===== config.mk =====
export PLATFORM = sky130hd
export DESIGN_NAME = arp_cache_learner_unit
export DESIGN_NICKNAME = d
export VERILOG_FILES = /design/src/rtl/acl_pkg.sv /design/src/rtl/acl_ram.sv /design/src/rtl/acl_scan.sv /design/src/rtl/arp_cache_learner_unit.sv
export SDC_FILE = /design/constraint.sdc
export NUM_CORES = 1
export LEC_CHECK = 0
export BUFFER_PORTS_ARGS = -buffer_cell sky130_fd_sc_hd__buf_2
export CORE_MARGIN = 5
export CORE_UTILIZATION = 51
export DETAILED_ROUTE_END_ITERATION = 16
export GPL_ROUTABILITY_DRIVEN = 0
export PLACE_DENSITY = 0.77
export RECOVER_POWER = 50
export SETUP_SLACK_MARGIN = 0.05
export SYNTH_ARGS = -nofsm -noshare
export SYNTH_HDL_FRONTEND = slang
export SYNTH_SLANG_ARGS = --single-unit

===== constraint.sdc =====
create_clock -name clk -period 4.42 [get_ports clk]
set_input_delay 0.221 -clock clk [delete_from_list [all_inputs] [get_ports clk]]
set_output_delay 0.221 -clock clk [all_outputs]
set_load 0.05 [all_outputs]

===== src/rtl/acl_pkg.sv =====
// acl_pkg: shared types and constants for the ARP cache learner.
// Used by acl_scan and arp_cache_learner_unit; no dependencies.
package acl_pkg;

  localparam int unsigned CACHE_ENTRIES_DEF = 8;
  localparam int unsigned IDX_W             = 6;   // entry index port width, up to 64 entries
  localparam int unsigned IP_W              = 32;
  localparam int unsigned MAC_W             = 48;
  localparam int unsigned VPTR_W            = 8;

  localparam logic [15:0] ETYPE_IP    = 16'h0800;
  localparam logic [15:0] ETYPE_ARP   = 16'h0806;
  localparam logic [10:0] MIN_IP_LEN  = 11'd34;
  localparam logic [10:0] MIN_ARP_LEN = 11'd42;
  localparam logic [15:0] OP_REQUEST  = 16'd1;
  localparam logic [15:0] OP_REPLY    = 16'd2;

  typedef enum logic [1:0] {
    OUT_IGNORED  = 2'd0,
    OUT_REFRESH  = 2'd1,
    OUT_ADDED    = 2'd2,
    OUT_REPLACED = 2'd3
  } outcome_t;

  // Scan result handed from the scan unit to the control FSM
  typedef struct packed {
    logic                   valid;
    outcome_t               code;
    logic [IDX_W-1:0]       idx;
  } scan_done_t;

endpackage


===== src/rtl/acl_ram.sv =====
// acl_ram: generic single write port, single read port RAM with registered read.
// No dependencies.
module acl_ram #(
  parameter int unsigned WIDTH = 80,
  parameter int unsigned DEPTH = 8,
  parameter int unsigned AW    = (DEPTH > 1) ? $clog2(DEPTH) : 1
) (
  input  logic             clk,
  input  logic             we,
  input  logic [AW-1:0]    waddr,
  input  logic [WIDTH-1:0] wdata,
  input  logic             re,
  input  logic [AW-1:0]    raddr,
  output logic [WIDTH-1:0] rdata
);

  logic [WIDTH-1:0] mem_r [DEPTH];

  always_ff @(posedge clk) begin
    if (we) begin
      mem_r[waddr] <= wdata;
    end
    if (re) begin
      rdata <= mem_r[raddr];
    end
  end

endmodule


===== src/rtl/acl_scan.sv =====
// acl_scan: walks the cache one entry per cycle through the shared IP comparator,
// finds a hit or the first free entry and picks the target. Depends on acl_pkg.
module acl_scan #(
  parameter int unsigned CACHE_ENTRIES = acl_pkg::CACHE_ENTRIES_DEF
) (
  input  logic                         clk,
  input  logic                         rst_n,
  input  logic                         start,
  input  logic [acl_pkg::IP_W-1:0]     key_ip,
  input  logic [CACHE_ENTRIES-1:0]     written,
  input  logic [acl_pkg::IDX_W-1:0]    victim_idx,
  output logic                         rd_en,
  output logic [acl_pkg::IDX_W-1:0]    rd_addr,
  input  logic [acl_pkg::IP_W-1:0]     rd_ip,
  output acl_pkg::scan_done_t          done
);

  import acl_pkg::*;

  localparam int unsigned IW = (CACHE_ENTRIES > 1) ? $clog2(CACHE_ENTRIES) : 1;
  localparam int unsigned CW = $clog2(CACHE_ENTRIES + 1);
  localparam logic [CW-1:0] CNT_END  = CW'(CACHE_ENTRIES);
  localparam logic [IW-1:0] LAST_IDX = IW'(CACHE_ENTRIES - 1);

  logic          busy_r,       busy_nxt;
  logic [CW-1:0] cnt_r,        cnt_nxt;
  logic          rvalid_r,     rvalid_nxt;
  logic [IW-1:0] cmp_idx_r,    cmp_idx_nxt;
  logic          free_found_r, free_found_nxt;
  logic [IW-1:0] free_idx_r,   free_idx_nxt;

  logic issue;
  logic hit;
  logic is_free;
  logic finish;

  assign issue   = busy_r && (cnt_r < CNT_END);
  assign rd_en   = issue;
  assign rd_addr = IDX_W'(cnt_r[IW-1:0]);

  // Compare stage: RAM data belongs to cmp_idx_r
  assign hit     = rvalid_r && written[cmp_idx_r] && (rd_ip == key_ip);
  assign is_free = rvalid_r && !written[cmp_idx_r];
  assign finish  = hit || (rvalid_r && (cmp_idx_r == LAST_IDX));

  always_comb begin
    done.valid = finish;
    if (hit) begin
      done.code = OUT_REFRESH;
      done.idx  = IDX_W'(cmp_idx_r);
    end else if (free_found_r) begin
      done.code = OUT_ADDED;
      done.idx  = IDX_W'(free_idx_r);
    end else if (is_free) begin
      done.code = OUT_ADDED;
      done.idx  = IDX_W'(cmp_idx_r);
    end else begin
      done.code = OUT_REPLACED;
      done.idx  = victim_idx;
    end
  end

  always_comb begin
    busy_nxt       = busy_r;
    cnt_nxt        = cnt_r;
    rvalid_nxt     = 1'b0;
    cmp_idx_nxt    = cmp_idx_r;
    free_found_nxt = free_found_r;
    free_idx_nxt   = free_idx_r;
    if (start) begin
      busy_nxt       = 1'b1;
      cnt_nxt        = '0;
      free_found_nxt = 1'b0;
    end else if (busy_r) begin
      if (finish) begin
        busy_nxt = 1'b0;
      end else begin
        rvalid_nxt  = issue;
        cmp_idx_nxt = cnt_r[IW-1:0];
        if (issue) begin
          cnt_nxt = cnt_r + 1'b1;
        end
        // remember the lowest free entry seen
        if (is_free && !free_found_r) begin
          free_found_nxt = 1'b1;
          free_idx_nxt   = cmp_idx_r;
        end
      end
    end
  end

  always_ff @(posedge clk) begin
    if (!rst_n) begin
      busy_r       <= 1'b0;
      cnt_r        <= '0;
      rvalid_r     <= 1'b0;
      free_found_r <= 1'b0;
    end else begin
      busy_r       <= busy_nxt;
      cnt_r        <= cnt_nxt;
      rvalid_r     <= rvalid_nxt;
      free_found_r <= free_found_nxt;
    end
    cmp_idx_r  <= cmp_idx_nxt;
    free_idx_r <= free_idx_nxt;
  end

endmodule


===== src/rtl/arp_cache_learner_unit.sv =====
// Flow: an ignored word goes from the idle state to the commit state; a learned word first
// scans entries through one comparator, stopping early on a hit, then commits its result.
// Input stalls outside the idle state, so a new word is taken only after the last one commits;
// the scan pace is set by the single RAM read port feeding the shared IP comparator.
// Reset (rst_n, synchronous): cache entries read as free, counters, victim pointer and
// the local IP register clear; the RAM itself holds no reset and needs no clearing pass.
module arp_cache_learner_unit #(
  parameter int unsigned CACHE_ENTRIES = acl_pkg::CACHE_ENTRIES_DEF
) (
  input  logic                          clk,
  input  logic                          rst_n,
  input  logic                          cfg_wr_en,
  input  logic [acl_pkg::IP_W-1:0]      cfg_wr_data,
  input  logic                          in_valid,
  output logic                          in_stall,
  input  logic [15:0]                   in_ether_type,
  input  logic [10:0]                   in_frame_length,
  input  logic [acl_pkg::MAC_W-1:0]     in_sender_mac,
  input  logic [acl_pkg::IP_W-1:0]      in_sender_ip,
  input  logic [15:0]                   in_arp_operation,
  output logic                          out_valid,
  input  logic                          out_stall,
  output logic [1:0]                    out_outcome,
  output logic [acl_pkg::IDX_W-1:0]     out_entry_index,
  output logic [31:0]                   out_additions_total,
  output logic [31:0]                   out_requests_total,
  output logic [31:0]                   out_replies_total
);

  import acl_pkg::*;

  localparam int unsigned IW    = (CACHE_ENTRIES > 1) ? $clog2(CACHE_ENTRIES) : 1;
  localparam int unsigned WORD_W = MAC_W + IP_W;
  localparam logic [IW-1:0] LAST_IDX = IW'(CACHE_ENTRIES - 1);

  typedef enum logic [1:0] {
    ST_IDLE,
    ST_SCAN,
    ST_COMMIT
  } state_t;

  state_t                   state_r;
  logic [IP_W-1:0]          own_ip_r;
  logic [IP_W-1:0]          ip_r;
  logic [MAC_W-1:0]         mac_r;
  logic                     req_r;
  logic                     rep_r;
  outcome_t                 dec_code_r;
  logic [IDX_W-1:0]         dec_idx_r;
  logic [CACHE_ENTRIES-1:0] written_r;
  logic [VPTR_W-1:0]        vptr_r;
  logic [IW-1:0]            vmod_r;
  logic [31:0]              additions_r;
  logic [31:0]              requests_r;
  logic [31:0]              replies_r;
  logic                     out_valid_r;
  outcome_t                 out_outcome_r;
  logic [IDX_W-1:0]         out_index_r;

  logic               in_acc;
  logic               ip_ok;
  logic               arp_ok;
  logic               learn_ok;
  logic               slot_free;
  logic               commit_fire;
  logic               do_write;
  logic [IW-1:0]      vmod_nxt;
  logic               ram_re;
  logic [IDX_W-1:0]   scan_rd_addr;
  logic [WORD_W-1:0]  ram_rdata;
  scan_done_t         scan_done;

  assign in_stall  = (state_r != ST_IDLE);
  assign in_acc    = in_valid && !in_stall;

  assign ip_ok    = (in_ether_type == ETYPE_IP) && (in_frame_length >= MIN_IP_LEN);
  assign arp_ok   = (in_ether_type == ETYPE_ARP) && (in_frame_length >= MIN_ARP_LEN);
  assign learn_ok = (ip_ok || arp_ok) && (in_sender_ip != '0) && (in_sender_ip != own_ip_r);

  assign slot_free   = !out_valid_r || !out_stall;
  assign commit_fire = (state_r == ST_COMMIT) && slot_free;
  assign do_write    = commit_fire && (dec_code_r != OUT_IGNORED);

  // pointer modulo entry count, tracked alongside the 8-bit pointer
  assign vmod_nxt = ((vptr_r == '1) || (vmod_r == LAST_IDX)) ? '0 : vmod_r + 1'b1;

  acl_ram #(
    .WIDTH (WORD_W),
    .DEPTH (CACHE_ENTRIES)
  ) u_ram (
    .clk   (clk),
    .we    (do_write),
    .waddr (dec_idx_r[IW-1:0]),
    .wdata ({mac_r, ip_r}),
    .re    (ram_re),
    .raddr (scan_rd_addr[IW-1:0]),
    .rdata (ram_rdata)
  );

  acl_scan #(
    .CACHE_ENTRIES (CACHE_ENTRIES)
  ) u_scan (
    .clk        (clk),
    .rst_n      (rst_n),
    .start      (in_acc && learn_ok),
    .key_ip     (ip_r),
    .written    (written_r),
    .victim_idx (IDX_W'(vmod_r)),
    .rd_en      (ram_re),
    .rd_addr    (scan_rd_addr),
    .rd_ip      (ram_rdata[IP_W-1:0]),
    .done       (scan_done)
  );

  always_ff @(posedge clk) begin
    if (!rst_n) begin
      state_r       <= ST_IDLE;
      own_ip_r      <= '0;
      written_r     <= '0;
      vptr_r        <= '0;
      vmod_r        <= '0;
      additions_r   <= '0;
      requests_r    <= '0;
      replies_r     <= '0;
      out_valid_r   <= 1'b0;
      out_outcome_r <= OUT_IGNORED;
      out_index_r   <= '0;
    end else begin
      if (cfg_wr_en) begin
        own_ip_r <= cfg_wr_data;
      end
      if (!out_stall) begin
        out_valid_r <= 1'b0;
      end
      case (state_r)
        ST_IDLE: begin
          if (in_acc) begin
            ip_r       <= in_sender_ip;
            mac_r      <= in_sender_mac;
            req_r      <= arp_ok && (in_arp_operation == OP_REQUEST);
            rep_r      <= arp_ok && (in_arp_operation == OP_REPLY);
            dec_code_r <= OUT_IGNORED;
            dec_idx_r  <= '0;
            state_r    <= learn_ok ? ST_SCAN : ST_COMMIT;
          end
        end
        ST_SCAN: begin
          if (scan_done.valid) begin
            dec_code_r <= scan_done.code;
            dec_idx_r  <= scan_done.idx;
            state_r    <= ST_COMMIT;
          end
        end
        ST_COMMIT: begin
          // hold until the output register is free
          if (commit_fire) begin
            if (do_write) begin
              written_r[dec_idx_r[IW-1:0]] <= 1'b1;
            end
            if (dec_code_r == OUT_ADDED || dec_code_r == OUT_REPLACED) begin
              additions_r <= additions_r + 32'd1;
            end
            if (dec_code_r == OUT_REPLACED) begin
              vptr_r <= vptr_r + 1'b1;
              vmod_r <= vmod_nxt;
            end
            if (req_r) begin
              requests_r <= requests_r + 32'd1;
            end
            if (rep_r) begin
              replies_r <= replies_r + 32'd1;
            end
            out_outcome_r <= dec_code_r;
            out_index_r   <= dec_idx_r;
            out_valid_r   <= 1'b1;
            state_r       <= ST_IDLE;
          end
        end
        default: begin
          state_r <= ST_IDLE;
        end
      endcase
    end
  end

  assign out_valid           = out_valid_r;
  assign out_outcome         = out_outcome_r;
  assign out_entry_index     = out_index_r;
  assign out_additions_total = additions_r;
  assign out_requests_total  = requests_r;
  assign out_replies_total   = replies_r;

  // an entry once learned never returns to free
  a_written_sticky: assert property (@(posedge clk) disable iff (!rst_n)
    $past(rst_n) |-> ((written_r & $past(written_r)) == $past(written_r)))
    else $error("cache entry lost its written mark");

  // the addition count moves only on a commit that adds or replaces
  a_add_on_commit: assert property (@(posedge clk) disable iff (!rst_n)
    ($past(rst_n) && (additions_r != $past(additions_r))) |->
      ($past(commit_fire) &&
       ($past(dec_code_r) == OUT_ADDED || $past(dec_code_r) == OUT_REPLACED)))
    else $error("addition count changed without an addition");

  // the victim pointer advances only on a replacement
  a_victim_on_replace: assert property (@(posedge clk) disable iff (!rst_n)
    ($past(rst_n) && (vptr_r != $past(vptr_r))) |->
      ($past(commit_fire) && $past(dec_code_r) == OUT_REPLACED))
    else $error("victim pointer moved without a replacement");

  // an ignored result always reports entry zero
  a_ignored_index: assert property (@(posedge clk) disable iff (!rst_n)
    (out_valid_r && out_outcome_r == OUT_IGNORED) |-> (out_index_r == '0))
    else $error("ignored result carries a nonzero entry index");

  // the scan unit reports completion only while the FSM waits on it
  a_scan_done_state: assert property (@(posedge clk) disable iff (!rst_n)
    scan_done.valid |-> (state_r == ST_SCAN))
    else $error("scan completed outside the scan state");

endmodule

Word level (Yosys, flattened, before mapping) --
Memory sizes are Yosys's and may differ from the RTL's. A register that Yosys moved wholly into a read port is not among the register bits. Index checks and enable logic that the tools add are counted.
Operators by class: add/subtract/negate cells 6, multiply operators 0, divide/modulo/power cells 0, magnitude comparators 6, equal/unequal tests 16, shifts and indexed selects 0, multiplexer cells 27, bitwise gates (word level) 5, reductions and logical operators 47
Operator list (number):
- $add A32 B1 Y32 const B | 3
- $eq A16 B12 Y1 const B | 2
- $eq A32 B32 Y1 | 1
- $ne A32 B32 Y1 | 1
- $reduce_bool A32 Y1 | 1
- $reduce_and A3 Y1 | 10
- $ge A11 B6 Y1 const B | 2
- $logic_and A1 B1 Y1 | 17
- $eq A16 B1 Y1 const B | 1
- $eq A16 B2 Y1 const B | 1
- $mux W8 | 2
- $mux W2 | 6
- $mux W6 | 2
- $pmux W6 S2 | 1
- $mux W1 | 10
- $add A8 B1 Y8 const B | 1
- $eq A8 B8 Y1 const B | 1
- $lt A3 B4 Y1 const B | 2
- $or A8 B8 Y8 | 1
- $reduce_and A4 Y1 | 2
- $mux W7 | 1
- $eq A2 B2 Y1 const B | 3
- $eq A3 B3 Y1 const B | 2
- $pmux W2 S3 | 1
- 19 further kinds | 33
Word-level totals: register bits after elaboration 261, bits in latches 0, memory bits (writable) 640, memory bits (read-only) 0, input port bits 160, output and inout bits 106, logic and storage cells 131, memories kept 1
Memories:
- u_ram.mem_r | depth 8, bits a word 80, read ports 1, clocked after Yosys merged registers in 1, wr ports 1, line acl_ram.sv:17 | logic [WIDTH-1:0] mem_r [DEPTH];

Logic depth before layout (Yosys ltp) --
Gate-level depths: netlist of run 1.
depth in word-level cells 9, depth in mapped cells 8, mapped depth without buffers 6

By module --
From an unflattened synthesis of run 1, not the netlist that was laid out.
Second synthesis, totals: cell total of the unflattened synthesis 2106, area total of the unflattened synthesis 37750.0 um^2
Modules (own cells, without submodules):
- acl_ram | instances 1, cells each 1018, area each 26455.4 um^2, sequential area each 21620.7 um^2
- arp_cache_learner_unit | instances 1, cells each 953, area each 10045.9 um^2, sequential area each 5865.6 um^2
- acl_scan | instances 1, cells each 135, area each 1248.7 um^2, sequential area each 320.3 um^2

Worst setup path before layout of run 1 --
Ideal clock, no wire load.
kind reg2reg, from register out_valid_r (netlist: out_valid), to memory u_ram.mem_r[0][0] (enable), library setup time 463 ps, arrival time 3562 ps, data required time 3957 ps, path slack 395 ps, cell stages (with the launch flop) 5, path buffers 0, period minus slack after synthesis 4025 ps, cell sequence dfxtp_1 > nand2_1 > nand2_1 > or3_1 > nor3_1
On the way: cells in the longest elaborated chain, start to end 6
RTL lines:
- start, declared | line arp_cache_learner_unit.sv:56 | logic out_valid_r;
- start signal, assigned | line arp_cache_learner_unit.sv:125 | out_valid_r <= 1'b0;
- start signal, assigned | line arp_cache_learner_unit.sv:133 | out_valid_r <= 1'b0;
- start signal, assigned | line arp_cache_learner_unit.sv:175 | out_valid_r <= 1'b1;
- $logic_not A1 Y1 | line arp_cache_learner_unit.sv:80 | assign slot_free = !out_valid_r || !out_stall;
- $logic_or A1 B1 Y1 | line arp_cache_learner_unit.sv:80
- $logic_and A1 B1 Y1 | line arp_cache_learner_unit.sv:81 | assign commit_fire = (state_r == ST_COMMIT) && slot_free;
- $logic_and A1 B1 Y1 | line arp_cache_learner_unit.sv:82 | assign do_write = commit_fire && (dec_code_r != OUT_IGNORED);
- $mux W1 | line acl_ram.sv:20 | if (we) begin
- $mux W1 (implied by the code) | line acl_ram.sv:21 | mem_r[waddr] <= wdata;
- end, declared | line acl_ram.sv:17
Every way passes these cells.

Worst setup path after layout of run 1 --
from register ip_r[29], to register dec_idx_r[1] (enable)
On the way: cells in the longest elaborated chain, start to end 5
RTL lines:
- start, declared | line arp_cache_learner_unit.sv:44 | logic [IP_W-1:0] ip_r;
- start signal, assigned | line arp_cache_learner_unit.sv:138 | ip_r <= in_sender_ip;
- $eq A32 B32 Y1 | line acl_scan.sv:42 | assign hit = rvalid_r && written[cmp_idx_r] && (rd_ip == key_ip);
- $logic_and A1 B1 Y1 | line acl_scan.sv:42
- $logic_or A1 B1 Y1 | line acl_scan.sv:44 | assign finish = hit || (rvalid_r && (cmp_idx_r == LAST_IDX));
- $ne A2 B1 Y1 (no source line)
- $reduce_and A4 Y1 (no source line)
- end signal, assigned | line arp_cache_learner_unit.sv:150 | dec_idx_r <= scan_done.idx;
- end, declared | line arp_cache_learner_unit.sv:49 | logic [IDX_W-1:0] dec_idx_r;
Every way passes these cells. A chain may end at the register's enable or synchronous reset.

==> impl_metrics.json, run 1 <==
{
  "outcome": "complete, but fails checks",
  "violations": "max-capacitance violations, max-slew violations",
  "synthTopCellsByArea": "edfxtp_1, dfxtp_1, mux4_2",
  "numCtsBuffers": 48,
  "grt_pass1_vias": 13016,
  "initial_utilization_pct": 51.5,
  "antenna_left": 0,
  "setup_ws_ns": 0.982,
  "clk_pin_slew_worst_paths_ns": 0.06,
  "period_needed_ns": 3.44,
  "ios": 266,
  "reg2reg_depth": 6,
  "met1_length_um": 19800,
  "rsz0062_at_grt": "false",
  "die_area_um2": 43000,
  "synth_cell_types": 53,
  "cap_violations": 3,
  "hp-class": "in2reg",
  "fin_skew_ns": 0.0251,
  "cp_data_required_time_ns": 4.62,
  "die_w_um": 207,
  "ys_seq_area_share_pct": 66.7,
  "wl_met3_um": 4340,
  "drt_iter0_drc": 1189,
  "yosys.area.top_type_share_pct": 50.4,
  "crit_fanout": 9,
  "grt_overflow_total": 0,
  "grtUsageTotal_pct": 22.9,
  "p_per_area_nw_per_um2": 401,
  "power_leakage_nw": 7.74,
  "r2r_slack_ns": 0.98,
  "worstSkewPairLatency_ns": 0.59,
  "syn_inst": 1379,
  "final_nets": 1846,
  "synthArstFlopShare_pct": 0,
  "relSlewSlack_pct": -75.4,
  "cts_root_buf": "clkbuf_16",
  "placed_cells": 2080,
  "grt_max_degree": 90,
  "drc": 0,
  "post-place-ws_ns": 1.12,
  "synth-seq-cells": 495,
  "clockBufferDepth": 3,
  "fin_util_pct": 61.3,
  "end_kind": "register",
  "die_h_um": 207,
  "grt_pass1_wl_um": 76800,
  "worst_pin_slew_ns": 2.63,
  "r2r_start": "ip_r[29]",
  "drive_above_1_share_pct": 17.0,
  "final_cell_mix": "edfxtp_1, dfxtp_1, nor2_1",
  "finalCritPeriodShare_pct": 77.8,
  "hold_end": "req_r",
  "post_cts_buffers": 0,
  "dr.pass1.iters": 7,
  "min-delay-start": "in_ether_type[2]",
  "top_layer_used": "met5",
  "ir_drop_uv": 335,
  "cts_tree": "done",
  "finalHoldViolCount": 0,
  "routed_wl_um": 50100,
  "routed_via_density": 5.72,
  "fin_setup_tns_ns": 0,
  "synth_edf_count": 333,
  "layout_commonest_cell": "edfxtp_1",
  "fmax_mhz": 291,
  "setup_viol": 0,
  "clock-sinks": 495,
  "hpwl_um": 32600,
  "slew_viol_final": 121,
  "holdPathStages": 3,
  "core_um2": 38600,
  "post_drt_wl_per_cell_um": 22.4,
  "diodes": 0,
  "synth_area_per_cell_um2": 14.4,
  "crit_type": "reg2reg",
  "wl_met2_um": 24500,
  "r2r-end": "dec_idx_r[1]",
  "syn_area_um2": 19900,
  "synth_top_area_cell": "edfxtp_1",
  "antenna_found_initial": 2,
  "numPortBuffers": 213,
  "vias": 12788,
  "ys_warn_count": 0,
  "crit_arrival_ns": 3.64,
  "fin_cells": 2235,
  "num_rows": 72,
  "syn_to_final_growth_pct": 19.0,
  "n_fill_cell": 3005,
  "synthFlopType": "edfxtp_1",
  "cts_max_level": 2,
  "startpoint_type": "register"
}
-- layout make-up --
class                      count  area (um^2)  area share, %
timing repair buffer         298         1720           7.26
multi-input combinational    817         6400           27.1
clock buffer                  57         1260           5.36
sequential                   495        13200           56.1
tap                          518          648           2.74
clock inverter                31          277           1.17
inverter                      19         73.8          0.313
-- cell usage after synthesis (all sizes together), types with 2 or more instances --
cell       n
edfxtp   333
dfxtp    162
nor2     159
xnor2    108
mux4      66
nand2     62
nand4     51
nand3     42
xor2      42
nor4      39
mux2i     38
clkbuf    35
mux2      32
a21oi     27
and2      18
inv       18
nor3      18
buf       15
o21ai     14
nand2b    13
or3       13
and4      12
and3      10
ha         7
nor2b      7
a211oi     6
nor3b      3
nor4b      3
o2bb2ai    3
a22oi      2
a311oi     2
a31oi      2
nand3b     2
o21ba      2
o31ai      2
or4b       2
-- kinds of logic (layout without fill, tap and decap cells) --
group                    count (synthesis)  after routing  share of synthesized area (%)
buffers and inverters                   69            405                           1.42
adder cells (fa/ha/maj)                  7              7                          0.441
AO/OA/AOI/OAI                           65             65                           1.99
AND/OR/NAND/NOR                        456            456                           11.5
flip-flops                             495            495                           66.7
other                                    1              3                         0.0189
multiplexers                           136            136                           11.3
XOR/XNOR                               150            150                           6.62
-- sequential cells by signal, summed over array words and instances (netlist names), 8 cells and up --
signal / flops
own_ip_r: 32
out_replies_total: 32
u_ram.rdata: 32
vptr_r: 8
out_additions_total: 32
ip_r: 32
written_r: 8
out_requests_total: 32
u_ram.mem_r: 256
-- worst max-delay path: stages, from the launching register on --
cell      delay [ns]
edfxtp_1        0.52
xnor2_1         0.39
nand4_1         0.24
nor4_1          0.38
nand4_1         0.53
and3_1          0.45
nor3_1          0.56
-- worst max path at each step --
stage                         start                end  slack, ns  depth (start not counted)
global placement           ip_r[29]       dec_idx_r[2]       1.15                          6
detailed placement         ip_r[29]       dec_idx_r[1]       1.12                          6
global route        u_scan.cnt_r[0]    u_ram.rdata[11]       0.95                          3
finish                     ip_r[29]       dec_idx_r[1]       0.98                          6
floorplan                 out_valid  u_ram.mem_r[0][0]       0.39                          4
CTS                        ip_r[29]       dec_idx_r[2]       1.12                          6
-- repair_timing --
item | in CTS | in global routing
endpoints found under the hold margin | 67 | 0
hold buffers | 67 | 0
resized for setup | 0 | 0
-- through the flow --
stage,hold slack (ns),cell area [um^2],total power [mW]
floorplan,0.320,19900,5.31
global placement,0.442,21600,5.46
detailed placement,0.448,21600,5.47
CTS,0.0547,23800,9.53
global route,0.0880,23600,9.78
finish,0.0789,23600,9.47
-- metal layers --
metal | up-vias | global-route usage, %
li1 | 5764 | -
met1 | 6391 | 30.7
met2 | 544 | 38.0
met3 | 87 | 4.81
met4 | 2 | 7.05
met5 | - | 0
-- where the power goes --
| part | switching (mW) | internal, mW | total (mW) |
|---|---|---|---|
| combinational | 0.223 | 0.150 | 0.373 |
| sequential | 0.0603 | 4.99 | 5.05 |
| clock | 1.77 | 2.29 | 4.05 |
(Power assumes the default switching activity.)
==> run 2, diff against run 1 <==
PLACE_DENSITY = 0.8   (was 0.77)
clock period = 2.9 ns   (was 4.42 ns; I/O delays follow)
==> impl_metrics.json, run 2 (same netlist as run 1, synthesis figures left out) <==
{
  "setup_viol": 0,
  "slew_viol_final": 83,
  "rsz0062_at_grt": "false",
  "critPathBufInv": 1,
  "reg2reg_depth": 7,
  "relSlewSlack_pct": -76.8,
  "final_cell_mix": "edfxtp_1, dfxtp_1, nor2_1",
  "cts_root_buf": "clkbuf_16",
  "hold_end": "out_valid",
  "worst_path_most_repeated_cell": "nand4_1",
  "grt_pass1_wl_um": 78800,
  "setup_ws_ns": 0.127,
  "routed_via_density": 5.75,
  "final_nets": 1868,
  "post-place-ws_ns": 0.276,
  "die_area_um2": 43000,
  "worstSkewPairLatency_ns": 0.58,
  "cp_slowest_stage_delay_ns": 0.57,
  "end_kind": "register",
  "antenna_found_initial": 2,
  "period_needed_ns": 2.77,
  "syn_to_final_growth_pct": 20.8,
  "vias": 13006,
  "crit_type": "reg2reg",
  "crit_family": "simple AND/OR/NAND/NOR gates",
  "ir_drop_uv": 463,
  "largest_reg_flops": 256,
  "r2r_start": "ip_r[16]",
  "fmax_mhz": 361,
  "fin_area_um2": 24000,
  "num_rows": 72,
  "drt_iter0_drc": 1156,
  "hp-class": "in2reg",
  "dpl_cell_area_um2": 21800,
  "numCtsBuffers": 48,
  "r2r_slack_ns": 0.13,
  "dr.pass1.iters": 5,
  "numPortBuffers": 213,
  "min-delay-start": "out_stall",
  "finalHoldViolCount": 0,
  "drive_above_1_share_pct": 17.6,
  "p_per_area_nw_per_um2": 612,
  "clockBufferDepth": 3,
  "hpwl_um": 32400,
  "clock-sinks": 495,
  "holdPathStages": 3,
  "r2r-end": "state_r[1]",
  "die_w_um": 207,
  "startpoint_type": "register",
  "crit_slowest_cell": "dlygate4sd3_1",
  "cp_data_required_time_ns": 3.41,
  "ios": 266,
  "clk_pin_slew_worst_paths_ns": 0.07,
  "grt_overflow_total": 0,
  "crit_arrival_ns": 3.29,
  "cts_tree": "done",
  "fin_skew_ns": 0.0177,
  "die_h_um": 207,
  "power_leakage_nw": 7.89,
  "grt_max_degree": 93,
  "cts_max_level": 2,
  "post_drt_wl_per_cell_um": 22.7,
  "top_register": "u_ram.mem_r",
  "cp_cell_sequence": "xnor2_1, nand4_1, nor4_1, nand4_1, and3_1, a211oi_1, dlygate4sd3_1",
  "routed_wl_um": 51400,
  "core_um2": 38600,
  "finalCritPeriodShare_pct": 95.6,
  "grt_pass1_vias": 13353,
  "power_mw": 14.7,
  "violations": "max-capacitance violations, max-slew violations",
  "crit_fanout": 5,
  "worst_pin_slew_ns": 2.65,
  "drc": 0,
  "outcome": "complete, but fails checks",
  "initial_utilization_pct": 51.5,
  "layout_commonest_cell": "edfxtp_1",
  "antenna_left": 0,
  "grtUsageTotal_pct": 23.3,
  "cap_violations": 2
}
==> run 2: area by class of cell <==
type / count / area, um^2
sequential: 495 / 13200
clock inverter: 31 / 338
inverter: 19 / 72.6
timing repair buffer: 320 / 1950
multi-input combinational: 817 / 6440
fill: 2870 / 14600
antenna: 1 / 2.50
tap: 518 / 648
clock buffer: 59 / 1270
==> run 2: tightest hold or removal path: stages <==
cell and delay [ns]:
buf_2 0.10, nand2_1 0.22, a21oi_1 0.10
==> run 2: worst max path at each step <==
stage,from,endpoint,slack [ns],cells after the start
6_report,ip_r[16],state_r[1],0.13,7
3_5_place_dp,ip_r[4],dec_idx_r[2],0.28,7
4_1_cts,ip_r[4],state_r[1],0.11,7
3_3_place_gp,ip_r[16],dec_idx_r[2],0.30,7
2_1_floorplan,out_valid,u_ram.mem_r[6][0],-0.25,4
5_1_grt,ip_r[20],state_r[1],0.04,7
==> run 2: report_power, final <==
part | switching, mW | total, mW | internal [mW]
Combinational | 0.356 | 0.599 | 0.244
Sequential | 0.0908 | 7.69 | 7.60
Clock | 2.69 | 6.38 | 3.69
==> run 2: metrics by stage <==
step                      std cells  util [%]  setup TNS, ns  hold WS [ns]
after detailed placement       2093      56.5              0         0.376
after floorplan                1381         -         -27.65         0.244
after CTS                      2253      62.4              0        0.0218
after global placement         2093      56.5              0         0.369
final                          2260      62.2              0        0.0559
after global routing           2260      62.2              0         0.108
==> run 2: repair_timing <==
| item | CTS | global route |
|---|---|---|
| endpoints found under the hold margin | 67 | 0 |
| endpoints found under the setup margin | 0 | 1 |
| gates resized for setup | 0 | 5 |
| hold buffers | 70 | 0 |
| buffers inserted | 0 | 6 |
==> run 2: per-layer routing <==
layer / global-route usage (%) / up-vias / part of all wire [%]
met1: 30.1 / 6409 / 38
met5: 0 / - / 0.025
li1: - / 5807 / -
met2: 40.1 / 689 / 50
met4: 6.29 / 2 / 3.0
met3: 5.20 / 99 / 9.1
==> run 3, diff against run 2 <==
clock period = 2.43 ns   (was 2.9 ns; I/O delays follow)
==> impl_metrics.json, run 3 (same netlist as run 1, synthesis figures left out) <==
{
  "outcome": "finished clean",
  "drc": 0,
  "finalHoldViolCount": 0,
  "setup_ws_ns": 0.0959,
  "cp_data_required_time_ns": 2.80,
  "diodes": 0,
  "fin_cells": 2316,
  "slew_viol_final": 0,
  "critPathBufInv": 1,
  "hp-class": "in2reg",
  "relSlewSlack_pct": 6.31,
  "vias": 13285,
  "crit_family": "simple AND/OR/NAND/NOR gates",
  "dr.pass1.iters": 5,
  "fin_setup_tns_ns": 0,
  "crit_type": "reg2reg",
  "finalCritPeriodShare_pct": 96.1,
  "crit_fanout": 6,
  "hpwl_um": 33600,
  "fin_util_pct": 63.5,
  "clock-sinks": 495,
  "numPortBuffers": 213,
  "grt_pass1_vias": 13420,
  "setup_viol": 0,
  "clockBufferDepth": 3,
  "fin_area_um2": 24500,
  "post-place-ws_ns": 0.0299,
  "r2r_start": "ip_r[5]",
  "crit_arrival_ns": 2.71,
  "top_register": "u_ram.mem_r",
  "dpl_cell_area_um2": 22300,
  "clk_pin_slew_worst_paths_ns": 0.07,
  "routed_wl_um": 51700,
  "grtUsageTotal_pct": 23.6,
  "final-seq-area_um2": 13200,
  "worst_pin_slew_ns": 1.41,
  "grt_pass1_wl_um": 79400,
  "drive_above_1_share_pct": 20.1,
  "cap_violations": 0,
  "hold_end": "rep_r",
  "r2r-end": "dec_idx_r[0]",
  "cp_cell_sequence": "xnor2_2, nand4_1, nor4_2, nand4_1, buf_4, mux2i_1, a211oi_1",
  "syn_to_final_growth_pct": 23.4,
  "core_um2": 38600,
  "numCtsBuffers": 48,
  "r2r_slack_ns": 0.1,
  "ios": 266,
  "ir_drop_uv": 542,
  "grt_overflow_total": 0,
  "cts_max_level": 2,
  "drt_iter0_drc": 1310,
  "largest_reg_flops": 256,
  "fmax_mhz": 428,
  "worstSkewPairLatency_ns": 0.57,
  "reg2reg_depth": 7,
  "cts_tree": "done",
  "rsz0062_at_grt": "false",
  "power_leakage_nw": 8.14,
  "cp_slowest_stage_delay_ns": 0.47,
  "routed_via_density": 5.74,
  "post_drt_wl_per_cell_um": 22.3,
  "antenna_found_initial": 0,
  "p_per_area_nw_per_um2": 703,
  "antenna_left": 0,
  "holdPathStages": 3,
  "n_fill_cell": 2840,
  "fin_skew_ns": 0.0314,
  "initial_utilization_pct": 51.5,
  "crit_cells": 7,
  "die_area_um2": 43000,
  "layout_commonest_cell": "edfxtp_1",
  "end_kind": "register",
  "crit_slowest_cell": "edfxtp_1",
  "multiInputGateArea_um2": 6590,
  "placed_cells": 2147,
  "critPathLaunch": "ip_r[5]",
  "cts_root_buf": "clkbuf_16",
  "period_needed_ns": 2.33,
  "min-delay-start": "in_ether_type[2]",
  "die_w_um": 207,
  "startpoint_type": "register",
  "num_rows": 72,
  "worst_path_most_repeated_cell": "nand4_1",
  "final_cell_mix": "edfxtp_1, clkbuf_1, dfxtp_1",
  "die_h_um": 207,
  "final_nets": 1927,
  "grt_max_degree": 61
}
==> run 3: final cells by class <==
| type | instances | area share [%] |
|---|---|---|
| timing repair buffer | 379 | 9.72 |
| clock inverter | 18 | 0.654 |
| multi-input combinational | 817 | 26.9 |
| inverter | 19 | 0.301 |
| tap | 518 | 2.65 |
| clock buffer | 70 | 5.70 |
| sequential | 495 | 54.1 |
==> run 3: timing repair <==
item | 4_1_cts | 5_1_grt
cloned | 0 | 0
endpoints found under the hold margin | 68 | 0
resized for setup | 8 | 17
buffers inserted | 2 | 10
pin swaps | 3 | 14
hold buffers | 69 | 0
endpoints found under the setup margin | 11 | 22
==> run 3: per-layer routing <==
metal	up-vias	part of all wire, %	global-route usage (%)	routed length [um]
li1	5930	-	-	-
met3	90	8.6	4.88	4450
met4	0	2.7	6.54	1410
met1	6623	39	31.0	20100
met2	642	50	40.2	25800
met5	-	0	0	0
==> run 3: worst reg2reg max path: cells and delay by family, from the launching register on <==
kind | cells | cell delay, ns
AND/OR/NAND/NOR | 3 | 0.72
multiplexers | 1 | 0.14
flip-flops | 1 | 0.47
AO/OA/AOI/OAI | 1 | 0.25
buffers and inverters | 1 | 0.27
XOR/XNOR | 1 | 0.29
==> run 3: metrics by stage <==
step / hold WS, ns / power, mW
final: 0.0518 / 17.2
after global routing: 0.0506 / 17.8
after CTS: 0.00725 / 17.3
after detailed placement: 0.350 / 10.0
after global placement: 0.350 / 9.99
after floorplan: 0.220 / 9.66
==> run 3: power breakdown <==
part           leakage [nW]  internal [mW]  total, mW  switching, mW
combinational          3.04          0.316      0.778          0.462
sequential             4.33           9.07       9.15         0.0806
clock                 0.773           4.21       7.30           3.09
==> run 3: how the worst max path moves through the flow <==
stage,end,slack [ns]
2_1_floorplan,u_ram.mem_r[7][0],-0.29
3_3_place_gp,dec_idx_r[1],0.05
3_5_place_dp,u_scan.cnt_r[0],0.03
4_1_cts,dec_idx_r[2],0.05
5_1_grt,dec_idx_r[1],0.05
6_report,dec_idx_r[0],0.1
